**config.mk**
```make
export PLATFORM = sky130hd
export DESIGN_NAME = bank_mapper_scanline_irq_unit
export DESIGN_NICKNAME = d
export VERILOG_FILES = /design/src/design/bmsi_pkg.sv /design/src/design/bank_mapper_scanline_irq_unit.sv /design/src/design/bmsi_cfg.sv /design/src/design/bmsi_state.sv /design/src/design/bmsi_map.sv
export SDC_FILE = /design/constraint.sdc
export NUM_CORES = 1
export LEC_CHECK = 0
export BUFFER_PORTS_ARGS = -buffer_cell sky130_fd_sc_hd__buf_2
export CORE_UTILIZATION = 27
export DETAILED_ROUTE_END_ITERATION = 8
export GPL_ROUTABILITY_DRIVEN = 0
export GPL_TIMING_DRIVEN = 0
export SLEW_MARGIN = 20
export SYNTH_ARGS = -nofsm -noshare
export SYNTH_HDL_FRONTEND = slang
export SYNTH_HIERARCHICAL = 1
export SYNTH_SLANG_ARGS = --single-unit
```
**constraint.sdc**
```tcl
create_clock -name clk -period 3.28 [get_ports clk]
set_input_delay 0.656 -clock clk [delete_from_list [all_inputs] [get_ports clk]]
set_output_delay 0.656 -clock clk [all_outputs]
set_load 0.005 [all_outputs]
```
**src/design/bmsi_pkg.sv**
```systemverilog
// Shared types and constants for the bank mapper with scanline IRQ counter.
// Used by every module of the block; has no dependencies.
package bmsi_pkg;

  localparam int PRG_BANK_BITS = 8;
  localparam int CHR_BANK_BITS = 8;
  localparam int MEM_ADDR_W    = 21;

  typedef enum logic [1:0] {
    OP_WRITE = 2'd0,
    OP_READ  = 2'd1,
    OP_PPU   = 2'd2,
    OP_TICK  = 2'd3
  } op_t;

  typedef enum logic [1:0] {
    TGT_NONE = 2'd0,
    TGT_PRG  = 2'd1,
    TGT_WRAM = 2'd2,
    TGT_CHR  = 2'd3
  } target_t;

  // APB register indexes (byte address bits 3..2)
  typedef enum logic [1:0] {
    REG_FALLING_EDGE_MODE = 2'd0,
    REG_EDGE_DELAY        = 2'd1,
    REG_PRG_BANK_MASK     = 2'd2,
    REG_CHR_BANK_MASK     = 2'd3
  } cfg_reg_t;

  typedef logic [7:0][7:0] bank_regs_t;

  typedef struct packed {
    logic       falling_edge_mode;
    logic [7:0] edge_delay;
    logic [7:0] prg_bank_mask;
    logic [7:0] chr_bank_mask;
  } cfg_t;

  typedef struct packed {
    op_t         op;
    logic [15:0] cpu_addr;
    logic [7:0]  data;
    logic [13:0] ppu_addr;
  } item_t;

  // Bank state that the address mapping reads
  typedef struct packed {
    bank_regs_t bank_regs;
    logic [7:0] bank_select;
  } map_view_t;

endpackage

```
**src/design/bank_mapper_scanline_irq_unit.sv**
```systemverilog
// Bank mapper with A12 edge scanline IRQ counter: top level with stream ports.
// Depends on bmsi_pkg, bmsi_cfg, bmsi_state and bmsi_map.
//
// Usage:
//   Slave stream (s_*) takes one bus event per item: s_tuser carries the kind
//   (CPU write, CPU read, PPU access, CPU cycle tick), s_tdata the addresses
//   and write data. Master stream (m_*) returns one result per item: m_tuser
//   is the target memory, m_tdata the IRQ level, mapped address and mirroring.
//   Configuration goes through the APB port (4 registers at 0x0, 0x4, 0x8, 0xC);
//   the user must write it only while no item is in flight; the block does not enforce this.
//   Path: an accepted item sits in the input register; its result is loaded
//   into the output register once that register can take it (m_tvalid low or
//   m_tready high), and is then offered on m_tvalid.
//   Throughput: one item per cycle while m_tready is high; the single pass of map
//   and counter logic between the input and output registers sets this figure.
//   Stall: while m_tready is low and a result waits, the input register holds
//   one more item; s_tready drops only when both are full.
//   Reset: rst clears the valid flags, bank registers (bank 7 reads 1), the
//   IRQ counter and the configuration to its defaults.
module bank_mapper_scanline_irq_unit (
  input  logic        clk,
  input  logic        rst,
  input  logic        s_tvalid,
  output logic        s_tready,
  input  logic [39:0] s_tdata,   // cpu_addr[15:0], data[23:16], ppu_addr[37:24], zero pad
  input  logic [1:0]  s_tuser,   // op[1:0]
  output logic        m_tvalid,
  input  logic        m_tready,
  output logic [23:0] m_tdata,   // irq[0], mem_addr[21:1], mirror_horizontal[22], zero pad
  output logic [1:0]  m_tuser,   // target[1:0]
  input  logic        psel,
  input  logic        penable,
  input  logic        pwrite,
  input  logic [3:0]  paddr,
  input  logic [31:0] pwdata,
  output logic [31:0] prdata,
  output logic        pready
);
  import bmsi_pkg::*;

  cfg_t      cfg;
  item_t     in_item;
  logic      in_valid;
  logic      advance;
  map_view_t view;
  logic      irq_after, mirror_after;
  target_t   target;
  logic [MEM_ADDR_W-1:0] mem_addr;

  logic                  out_irq;
  target_t               out_target;
  logic [MEM_ADDR_W-1:0] out_addr;
  logic                  out_mirror;

  assign advance  = ~m_tvalid | m_tready;
  assign s_tready = ~in_valid | advance;

  always_ff @(posedge clk) begin
    if (rst) begin
      in_valid <= 1'b0;
    end else if (s_tready) begin
      in_valid <= s_tvalid;
    end
  end

  always_ff @(posedge clk) begin
    if (s_tready) begin
      in_item.op       <= op_t'(s_tuser);
      in_item.cpu_addr <= s_tdata[15:0];
      in_item.data     <= s_tdata[23:16];
      in_item.ppu_addr <= s_tdata[37:24];
    end
  end

  bmsi_cfg u_cfg (
    .clk     (clk),
    .rst     (rst),
    .psel    (psel),
    .penable (penable),
    .pwrite  (pwrite),
    .paddr   (paddr),
    .pwdata  (pwdata),
    .prdata  (prdata),
    .pready  (pready),
    .cfg     (cfg)
  );

  bmsi_state u_state (
    .clk          (clk),
    .rst          (rst),
    .step         (in_valid & advance),
    .item         (in_item),
    .cfg          (cfg),
    .view         (view),
    .irq_after    (irq_after),
    .mirror_after (mirror_after)
  );

  bmsi_map u_map (
    .item     (in_item),
    .view     (view),
    .cfg      (cfg),
    .target   (target),
    .mem_addr (mem_addr)
  );

  always_ff @(posedge clk) begin
    if (rst) begin
      m_tvalid <= 1'b0;
    end else if (advance) begin
      m_tvalid <= in_valid;
    end
  end

  always_ff @(posedge clk) begin
    if (advance) begin
      out_irq    <= irq_after;
      out_target <= target;
      out_addr   <= mem_addr;
      out_mirror <= mirror_after;
    end
  end

  assign m_tdata = {1'b0, out_mirror, out_addr, out_irq};
  assign m_tuser = out_target;

endmodule

```
**src/design/bmsi_cfg.sv**
```systemverilog
// APB configuration registers: edge mode, edge delay and the bank masks.
// Depends on bmsi_pkg.
module bmsi_cfg (
  input  logic          clk,
  input  logic          rst,
  input  logic          psel,
  input  logic          penable,
  input  logic          pwrite,
  input  logic [3:0]    paddr,
  input  logic [31:0]   pwdata,
  output logic [31:0]   prdata,
  output logic          pready,
  output bmsi_pkg::cfg_t cfg
);
  import bmsi_pkg::*;

  logic wr;

  assign pready = 1'b1;
  assign wr     = psel & penable & pwrite & pready;

  always_ff @(posedge clk) begin
    if (rst) begin
      cfg.falling_edge_mode <= 1'b0;
      cfg.edge_delay        <= 8'd3;
      cfg.prg_bank_mask     <= 8'hFF;
      cfg.chr_bank_mask     <= 8'hFF;
    end else if (wr) begin
      unique case (paddr[3:2])
        REG_FALLING_EDGE_MODE: cfg.falling_edge_mode <= pwdata[0];
        REG_EDGE_DELAY:        cfg.edge_delay        <= pwdata[7:0];
        REG_PRG_BANK_MASK:     cfg.prg_bank_mask     <= pwdata[7:0];
        REG_CHR_BANK_MASK:     cfg.chr_bank_mask     <= pwdata[7:0];
        default:               ;
      endcase
    end
  end

  always_comb begin
    unique case (paddr[3:2])
      REG_FALLING_EDGE_MODE: prdata = {31'd0, cfg.falling_edge_mode};
      REG_EDGE_DELAY:        prdata = {24'd0, cfg.edge_delay};
      REG_PRG_BANK_MASK:     prdata = {24'd0, cfg.prg_bank_mask};
      REG_CHR_BANK_MASK:     prdata = {24'd0, cfg.chr_bank_mask};
      default:               prdata = 32'd0;
    endcase
  end

endmodule

```
**src/design/bmsi_state.sv**
```systemverilog
// Mapper state: bank select, bank registers, mirroring and the A12 edge IRQ counter.
// Updated once per item taken from the input register. Depends on bmsi_pkg.
module bmsi_state (
  input  logic              clk,
  input  logic              rst,
  input  logic              step,
  input  bmsi_pkg::item_t   item,
  input  bmsi_pkg::cfg_t    cfg,
  output bmsi_pkg::map_view_t view,
  output logic              irq_after,
  output logic              mirror_after
);
  import bmsi_pkg::*;

  bank_regs_t bank_regs, bank_regs_next;
  logic [7:0] bank_select, bank_select_next;
  logic [7:0] mirror_reg, mirror_reg_next;
  logic [7:0] irq_latch, irq_latch_next;
  logic       irq_reload, irq_reload_next;
  logic [7:0] irq_count, irq_count_next;
  logic       irq_enabled, irq_enabled_next;
  logic       irq_level, irq_level_next;
  // last_a12 holds A12 of the previous PPU access; the current A12 comes from the item
  logic       last_a12, last_a12_next;
  logic [7:0] low_count, low_count_next;

  logic [2:0] page_hi;
  logic       odd, a12, a12_edge;
  logic [7:0] count_stepped;

  assign page_hi = item.cpu_addr[15:13];
  assign odd     = item.cpu_addr[0];
  // addresses from 0x3000 up fold down to 0x2xxx, which has A12 low
  assign a12     = item.ppu_addr[12] & ~item.ppu_addr[13];
  assign a12_edge = cfg.falling_edge_mode ? (last_a12 & ~a12) : (~last_a12 & a12);

  always_comb begin
    if (irq_reload || irq_count == 8'd0) count_stepped = irq_latch;
    else                                 count_stepped = irq_count - 8'd1;
  end

  always_comb begin
    bank_regs_next   = bank_regs;
    bank_select_next = bank_select;
    mirror_reg_next  = mirror_reg;
    irq_latch_next   = irq_latch;
    irq_reload_next  = irq_reload;
    irq_count_next   = irq_count;
    irq_enabled_next = irq_enabled;
    irq_level_next   = irq_level;
    last_a12_next    = last_a12;
    low_count_next   = low_count;
    unique case (item.op)
      OP_WRITE: begin
        unique case (page_hi)
          3'b100: begin
            if (odd) bank_regs_next[bank_select[2:0]] = item.data;
            else     bank_select_next = item.data;
          end
          3'b101: begin
            if (!odd) mirror_reg_next = item.data;
          end
          3'b110: begin
            if (odd) begin
              irq_count_next  = 8'd0;
              irq_reload_next = 1'b1;
            end else begin
              irq_latch_next = item.data;
            end
          end
          3'b111: begin
            irq_enabled_next = odd;
            if (!odd) irq_level_next = 1'b0;
          end
          default: ;
        endcase
      end
      OP_PPU: begin
        if (a12_edge) begin
          if (low_count > cfg.edge_delay) begin
            irq_count_next  = count_stepped;
            irq_reload_next = 1'b0;
            if (count_stepped == 8'd0 && irq_enabled) irq_level_next = 1'b1;
          end
          low_count_next = 8'd0;
        end
        last_a12_next = a12;
      end
      OP_TICK: begin
        if (!last_a12 && low_count != 8'hFF) low_count_next = low_count + 8'd1;
      end
      default: ;
    endcase
  end

  always_ff @(posedge clk) begin
    if (rst) begin
      // bank 7 resets to 1, all others to 0
      bank_regs    <= {8'd1, 56'd0};
      bank_select  <= '0;
      mirror_reg   <= '0;
      irq_latch    <= '0;
      irq_reload   <= 1'b0;
      irq_count    <= '0;
      irq_enabled  <= 1'b0;
      irq_level    <= 1'b0;
      last_a12     <= 1'b0;
      low_count    <= '0;
    end else if (step) begin
      bank_regs    <= bank_regs_next;
      bank_select  <= bank_select_next;
      mirror_reg   <= mirror_reg_next;
      irq_latch    <= irq_latch_next;
      irq_reload   <= irq_reload_next;
      irq_count    <= irq_count_next;
      irq_enabled  <= irq_enabled_next;
      irq_level    <= irq_level_next;
      last_a12     <= last_a12_next;
      low_count    <= low_count_next;
    end
  end

  assign view.bank_regs   = bank_regs;
  assign view.bank_select = bank_select;
  assign irq_after        = irq_level_next;
  assign mirror_after     = mirror_reg_next[0];

endmodule

```
**src/design/bmsi_map.sv**
```systemverilog
// Address mapping: CPU reads to PRG ROM or work RAM, CPU writes to work RAM,
// PPU accesses to CHR. Purely combinational; depends on bmsi_pkg.
module bmsi_map (
  input  bmsi_pkg::item_t     item,
  input  bmsi_pkg::map_view_t view,
  input  bmsi_pkg::cfg_t      cfg,
  output bmsi_pkg::target_t   target,
  output logic [bmsi_pkg::MEM_ADDR_W-1:0] mem_addr
);
  import bmsi_pkg::*;

  logic [1:0] prg_slot;
  logic [7:0] second_last, prg_pick, prg_bank;
  logic [2:0] chr_slot;
  logic [7:0] chr_pick, chr_bank;
  logic       wram_hit;
  logic [MEM_ADDR_W-1:0] prg_addr, chr_addr, wram_addr;

  assign prg_slot    = item.cpu_addr[14:13];
  assign second_last = (cfg.prg_bank_mask - 8'd1) & cfg.prg_bank_mask;

  always_comb begin
    priority if (prg_slot == 2'd1) prg_pick = view.bank_regs[7];
    else if (prg_slot == 2'd3)     prg_pick = cfg.prg_bank_mask;
    else if ((prg_slot == 2'd0) != view.bank_select[6]) prg_pick = view.bank_regs[6];
    else                           prg_pick = second_last;
  end

  assign prg_bank = prg_pick & cfg.prg_bank_mask;
  assign prg_addr = MEM_ADDR_W'({prg_bank[PRG_BANK_BITS-1:0], item.cpu_addr[12:0]});

  // inverted CHR layout swaps the 2K pair half with the 1K half
  assign chr_slot = item.ppu_addr[12:10] ^ {view.bank_select[7], 2'b00};

  always_comb begin
    if (!chr_slot[2]) chr_pick = {view.bank_regs[{2'b00, chr_slot[1]}][7:1], chr_slot[0]};
    else              chr_pick = view.bank_regs[chr_slot - 3'd2];
  end

  assign chr_bank = chr_pick & cfg.chr_bank_mask;
  assign chr_addr = MEM_ADDR_W'({chr_bank[CHR_BANK_BITS-1:0], item.ppu_addr[9:0]});

  assign wram_hit  = item.cpu_addr[15:13] == 3'b011;
  assign wram_addr = MEM_ADDR_W'(item.cpu_addr[12:0]);

  always_comb begin
    target   = TGT_NONE;
    mem_addr = '0;
    unique case (item.op)
      OP_WRITE: begin
        if (wram_hit) begin
          target   = TGT_WRAM;
          mem_addr = wram_addr;
        end
      end
      OP_READ: begin
        if (wram_hit) begin
          target   = TGT_WRAM;
          mem_addr = wram_addr;
        end else if (item.cpu_addr[15]) begin
          target   = TGT_PRG;
          mem_addr = prg_addr;
        end
      end
      OP_PPU: begin
        if (!item.ppu_addr[13]) begin
          target   = TGT_CHR;
          mem_addr = chr_addr;
        end
      end
      OP_TICK: ;
      default: ;
    endcase
  end

endmodule
```
-- Yosys cells after proc, flatten, opt, wreduce, memory -nomap -nowiden
Cells that the tools add are included.
- register bits after elaboration: 193
- latch bits: 0
- RAM bits: 0
- memory bits (read-only): 0
- input bits: 85
- output and inout bits: 61
- word-level logic and storage cells: 147
- memories kept: 0
- $add $sub $neg: 4
- multipliers: 0
- div/mod/pow operators: 0
- order comparisons: 5
- equality and inequality tests: 20
- shift-type cells: 0
- muxes and demuxes: 46
- bitwise gates (word level): 18
- reduce and logical (&&, ||, !) cells: 23
- operator list (kind ; count):
    one-hot mux 32 bit (4 select lines) ; 1
    2-to-1 mux 8 bit ; 15
    bitwise mux 64 bit ; 1
    one-hot mux 21 bit (3 select lines) ; 1
    2-to-1 mux 21 bit ; 2
    one-hot mux 8 bit (2 select lines) ; 2
    bitwise AND 8 bit ; 3
    binary-select mux 8 bit (select 3 bit) ; 1
    demux 8 bit (select 3 bit) ; 1
    2-to-1 mux 18 bit ; 1
    logical NOT 8 bit ; 2
    AND reduction 4 bit ; 4
    subtractor 8 x 1 -> 8 bit (second input constant) ; 2
    2-to-1 mux 1 bit ; 14
    2-to-1 mux 13 bit ; 1
    equality test 3 bit (second input constant) ; 4
    equality test 2 bit (second input constant) ; 5
    AND reduction 2 bit ; 5
    adder 8 x 1 -> 8 bit (second input constant) ; 1
    greater-than comparator 8 bit ; 1
    less-than comparator 3 x 4 -> 1 bit (second input constant) ; 2
    inequality test 2 bit (second input constant) ; 4
    inequality test 8 bit (second input constant) ; 1
    bitwise AND 1 bit ; 6
    20 further kinds ; 36

-- Longest topological paths before layout
- depth in word-level cells: 9
- mapped depth: 9
- depth with buffers taken out: 8

-- Cells and area by module
Netlist, hierarchy kept.
- by module, submodules not included (module ; instances ; cells an instance ; area each (µm²) ; seq. area each (µm²)):
    bmsi_state ; 1 ; 467 ; 4461.8 ; 2021.9
    bank_mapper_scanline_irq_unit ; 1 ; 78 ; 2055.7 ; 1991.9
    bmsi_cfg ; 1 ; 144 ; 1401.3 ; 500.5
    bmsi_map ; 1 ; 112 ; 863.3 ; 0.0

-- Least setup slack after synthesis
No wires, ideal clock.
- path kind: input to register
- start point: input port m_tready
- end point: register u_state.bank_regs (netlist bit u_state/view[13])
- setup time: 0.128 ns
- arrival: 2.846 ns
- data required time: 3.152 ns
- slack: 0.306 ns
- stages on the path: 9
- path buffers: 2
- cells stage by stage: nand2b_1 -> and2_1 -> buf_6 -> nor2b_1 -> nand4b_1 -> or3_1 -> buf_2 -> mux2i_1 -> nor2_1
- longest elaborated chain between the ends: 3
- ends and longest elaborated chain (element ; line ; source):
    start, declared ; bank_mapper_scanline_irq_unit.sv:28 ; input logic m_tready,
    OR 1 bit ; bank_mapper_scanline_irq_unit.sv:55 ; assign advance = ~m_tvalid | m_tready;
    bitwise AND 1 bit ; bank_mapper_scanline_irq_unit.sv:91 ; .step (in_valid & advance),
    AND reduction 4 bit (no line) ; - ;
    end signal, assigned ; bmsi_state.sv:99 ; bank_regs <= {8'd1, 56'd0};
    end signal, assigned ; bmsi_state.sv:110 ; bank_regs <= bank_regs_next;
    end, declared ; bmsi_state.sv:15 ; bank_regs_t bank_regs, bank_regs_next;
Every way passes these cells.
A chain may end at the register's enable or synchronous reset.

-- Worst setup path after layout
- start point: register u_state.irq_count[0]
- end point: register out_irq (data pin)
- longest elaborated chain between the ends: 9
- elaborated cells on any way between the ends: 10
- those cells by class: 1 x add/sub; 5 x mux; 4 x reduce/logical
- ends and longest elaborated chain (element ; line ; source):
    start, declared ; bmsi_state.sv:20 ; logic [7:0] irq_count, irq_count_next;
    start signal, assigned ; bmsi_state.sv:115 ; irq_count <= irq_count_next;
    parallel branches: the longest is 2 deep, another holds subtractor 8 x 1 -> 8 bit ; - ;
    2-to-1 mux 8 bit (*) ; bmsi_state.sv:38 ; if (irq_reload || irq_count == 8'd0) count_stepped = irq_latch;
    logical NOT 8 bit (*) ; bmsi_state.sv:83 ; if (count_stepped == 8'd0 && irq_enabled) irq_level_next = 1'b1;
    logical AND 1 bit (*) ; bmsi_state.sv:83 ;
    2-to-1 mux 1 bit (*) ; bmsi_state.sv:83 ;
    2-to-1 mux 1 bit (*) ; bmsi_state.sv:80 ; if (low_count > cfg.edge_delay) begin
    2-to-1 mux 1 bit (*) ; bmsi_state.sv:79 ; if (a12_edge) begin
    one-hot mux 1 bit (2 select lines) (*) ; bmsi_state.sv:53 ; unique case (item.op)
    net irq_after ; bank_mapper_scanline_irq_unit.sv:46 ; logic irq_after, mirror_after;
    end signal, assigned ; bank_mapper_scanline_irq_unit.sv:117 ; out_irq <= irq_after;
    end, declared ; bank_mapper_scanline_irq_unit.sv:50 ; logic out_irq;
Mark *: on every way through the listed nets, which the timed path passes.

==> flow_metrics.env <==
export IMPL_io_pins=146
export IMPL_post_route_min_period_ps=2580
export IMPL_clk_latency_ps=430
export IMPL_post_cts_resized=0
export IMPL_global_route_usage_over_all_layers_pct=13.0
export IMPL_hpwlAfterDp_mm=15.5
export IMPL_cp_data_arrival_time_ps=2870
export IMPL_synthCells=786
export IMPL_totalNegativeSetupSlack_ps=0
export IMPL_yosys_warnings=6
export IMPL_whs_ps=389
export IMPL_cts_sinks=188
export IMPL_swShare_pct=24.8
export IMPL_post_cts_repair_setup_buffers=0
export IMPL_cp_max_fo=8
export IMPL_crit_required_ps=3570
export IMPL_placement_rows=65
export IMPL_comb_power_share_pct=6.9
export IMPL_r2r_start="u_state/irq_count[0]"
export IMPL_multi_input_area_um2=3770
export IMPL_net_switching_power_mw=1.19
export IMPL_slowest_stage="sky130_fd_sc_hd__a21oi_1"
export IMPL_start_util_pct=27.4
export IMPL_die_w_um=181
export IMPL_drt_pass1_iter_count=5
export IMPL_tritoncts="yes"
export IMPL_critPathLaunch="u_state/irq_count[0]"
export IMPL_cp_end_kind="flip-flop"
export IMPL_detail_route_iter0_violations=469
export IMPL_critPathMaxStageDelay_ps=560
export IMPL_holdCritPathClass="input port to flip-flop"
export IMPL_grt_start_max_net_pins=23
export IMPL_max_reg_flops=62
export IMPL_setup_violations_final=0
export IMPL_setup_worst_path_end="out_irq"
export IMPL_place_ws_ps=389
export IMPL_die_area_um2=32600
export IMPL_cts_path_max_buffers=2
export IMPL_layout_filler_cells=3131
export IMPL_cp_start_kind="flip-flop"
export IMPL_syn_to_final_growth_pct=19.4
export IMPL_htree_num_levels=4
export IMPL_ctsRootBufferMaster="sky130_fd_sc_hd__clkbuf_16"
export IMPL_report_final_slew_viol_count=0
export IMPL_internal_power_mw=3.62
export IMPL_grt_pass1_wl_mm=32.9
export IMPL_skew_ps=6.62
export IMPL_first_global_vias=5887
export IMPL_peakVddDrop_mv=0.311
export IMPL_setup_repair_after_global_routing_missed_its_margin="false"
export IMPL_sequential_cell_area_um2=4410
export IMPL_timing_slew_headroom_pct=48.6
export IMPL_cap_viol_max_count=0
export IMPL_final_instance_count_excl_fill=1337
export IMPL_core_utilization_of_the_finished_layout_pct=32.7
export IMPL_seqPwrFrac_pct=52.1
export IMPL_holdBufCountCts=0
export IMPL_post_synth_cell_area_avg_um2=11.0
export IMPL_timing_fmax_ghz=0.388
export IMPL_drtAntennaViolNets=0
export IMPL_fin_crit_sh_pct=78.6
export IMPL_diodes=0
export IMPL_io_buffer_count=90
export IMPL_tightestPinTransition_ps=770
export IMPL_core_area_um2=31500
export IMPL_place_inst=1305
export IMPL_final_nets=1018
export IMPL_power_density_nw_per_um2=467
export IMPL_cellLeakagePower_nw=4.05
export IMPL_worst_r2r_setup_slack_ps=700
export IMPL_vias_per_cell=4.64
export IMPL_routed_wl_mm=21.0
export IMPL_reg2reg_depth=8
export IMPL_path_class="flip-flop to flip-flop"
export IMPL_run_status="complete, no violations"
export IMPL_avgRoutedWirePerCell_um=15.7
export IMPL_worstReg2RegEnd="out_irq"
export IMPL_antenna_found_initial=0
export IMPL_power_share_clock_pct=41.0
export IMPL_detail_route_drc_violations=0
export IMPL_dieHeight_um=181
export IMPL_cp_cell_sequence="inv_1 > ha_1 > nor3b_1 > a21oi_1 > mux2i_1 > nor4_1 > a41oi_1 > nor2_1"
export IMPL_dr_total_vias=6199
export IMPL_grt_overflow_total=0
export IMPL_final_hold_viol_count=0
export IMPL_final_critical_path_setup_slack_ps=701
export IMPL_layout_cell_share_with_drive_strength_beyond_1_pct=22.4
export IMPL_syn_cell_area_um2=8610
export IMPL_numCtsBuffers=17
export IMPL_cts_reportedPaths_clkPinSlew_ps=70
[how the worst min path moves through the flow]
| stage | endpoint | from | cells after the start | slack [ps] |
|---|---|---|---|---|
| after global routing | in_item[34] | s_tdata[12] | 1 | 370 |
| after global placement | u_state/irq_level | u_state/irq_level | 2 | 460 |
| after floorplan | u_state/irq_level | u_state/irq_level | 2 | 430 |
| after detailed placement | u_state/irq_level | u_state/irq_level | 2 | 460 |
| after CTS | in_item[26] | s_tdata[4] | 1 | 380 |
| final | in_item[26] | s_tdata[4] | 1 | 390 |
[per-layer routing]
layer | global-route usage [%] | up-vias | routed length, µm
met5 | 0 | - | 0
met4 | 4.58 | 0 | 369
met3 | 2.83 | 19 | 816
met2 | 20.0 | 159 | 9540
met1 | 17.7 | 2974 | 10300
li1 | - | 3047 | -
[through the flow]
stage | total power, mW | area (µm²)
final | 4.81 | 10300
after global routing | 4.99 | 10300
after CTS | 4.86 | 10300
after detailed placement | 2.89 | 9720
after global placement | 2.88 | 9650
after floorplan | 2.74 | 8700
[cell type report]
class	count	area share, %
clock inverters	14	1.25
multi-input cells	530	36.6
well taps	402	4.89
plain buffers	76	4.55
clock buffers	18	4.17
repair buffers	94	5.05
flip-flops and latches	188	42.9
inverters	15	0.547
[power by group through the flow]
stage,logic (mW),clock network (mW),registers [mW]
global placement,0.322,0,2.56
finish,0.329,1.97,2.51
CTS,0.330,2.02,2.51
global route,0.356,2.12,2.51
detailed placement,0.329,0,2.56
floorplan,0.187,0,2.55
[layout by cell type, fill, tap and decap left out, drive strengths merged, types with 6 or more instances in the layout]
cell type and n:
nor3 6, a21oi 23, ha 11, nand4 11, nor3b 10, mux2i 101, a211o 14, edfxtp 65
nor2b 7, mux2 9, nand2 30, nand2b 19, inv 23, buf 151, o21ai 9, conb 26
mux4 8, nand3 7, nor2 123, xor2 7, dfxtp 123, a22o 17, and3 10, o211ai 7
clkbuf 37
[worst max-delay path, delay by kind of cell (launching register included)]
family                     cells  cell delay [ps]
AOI/OAI and AO/OA              2              720
adders and majority gates      1              230
muxes                          1              230
and+or+nand+nor                3              690
buffers and inverters          1              100
DFF                            1              480
No activity file was read; power rests on OpenSTA's default activity.
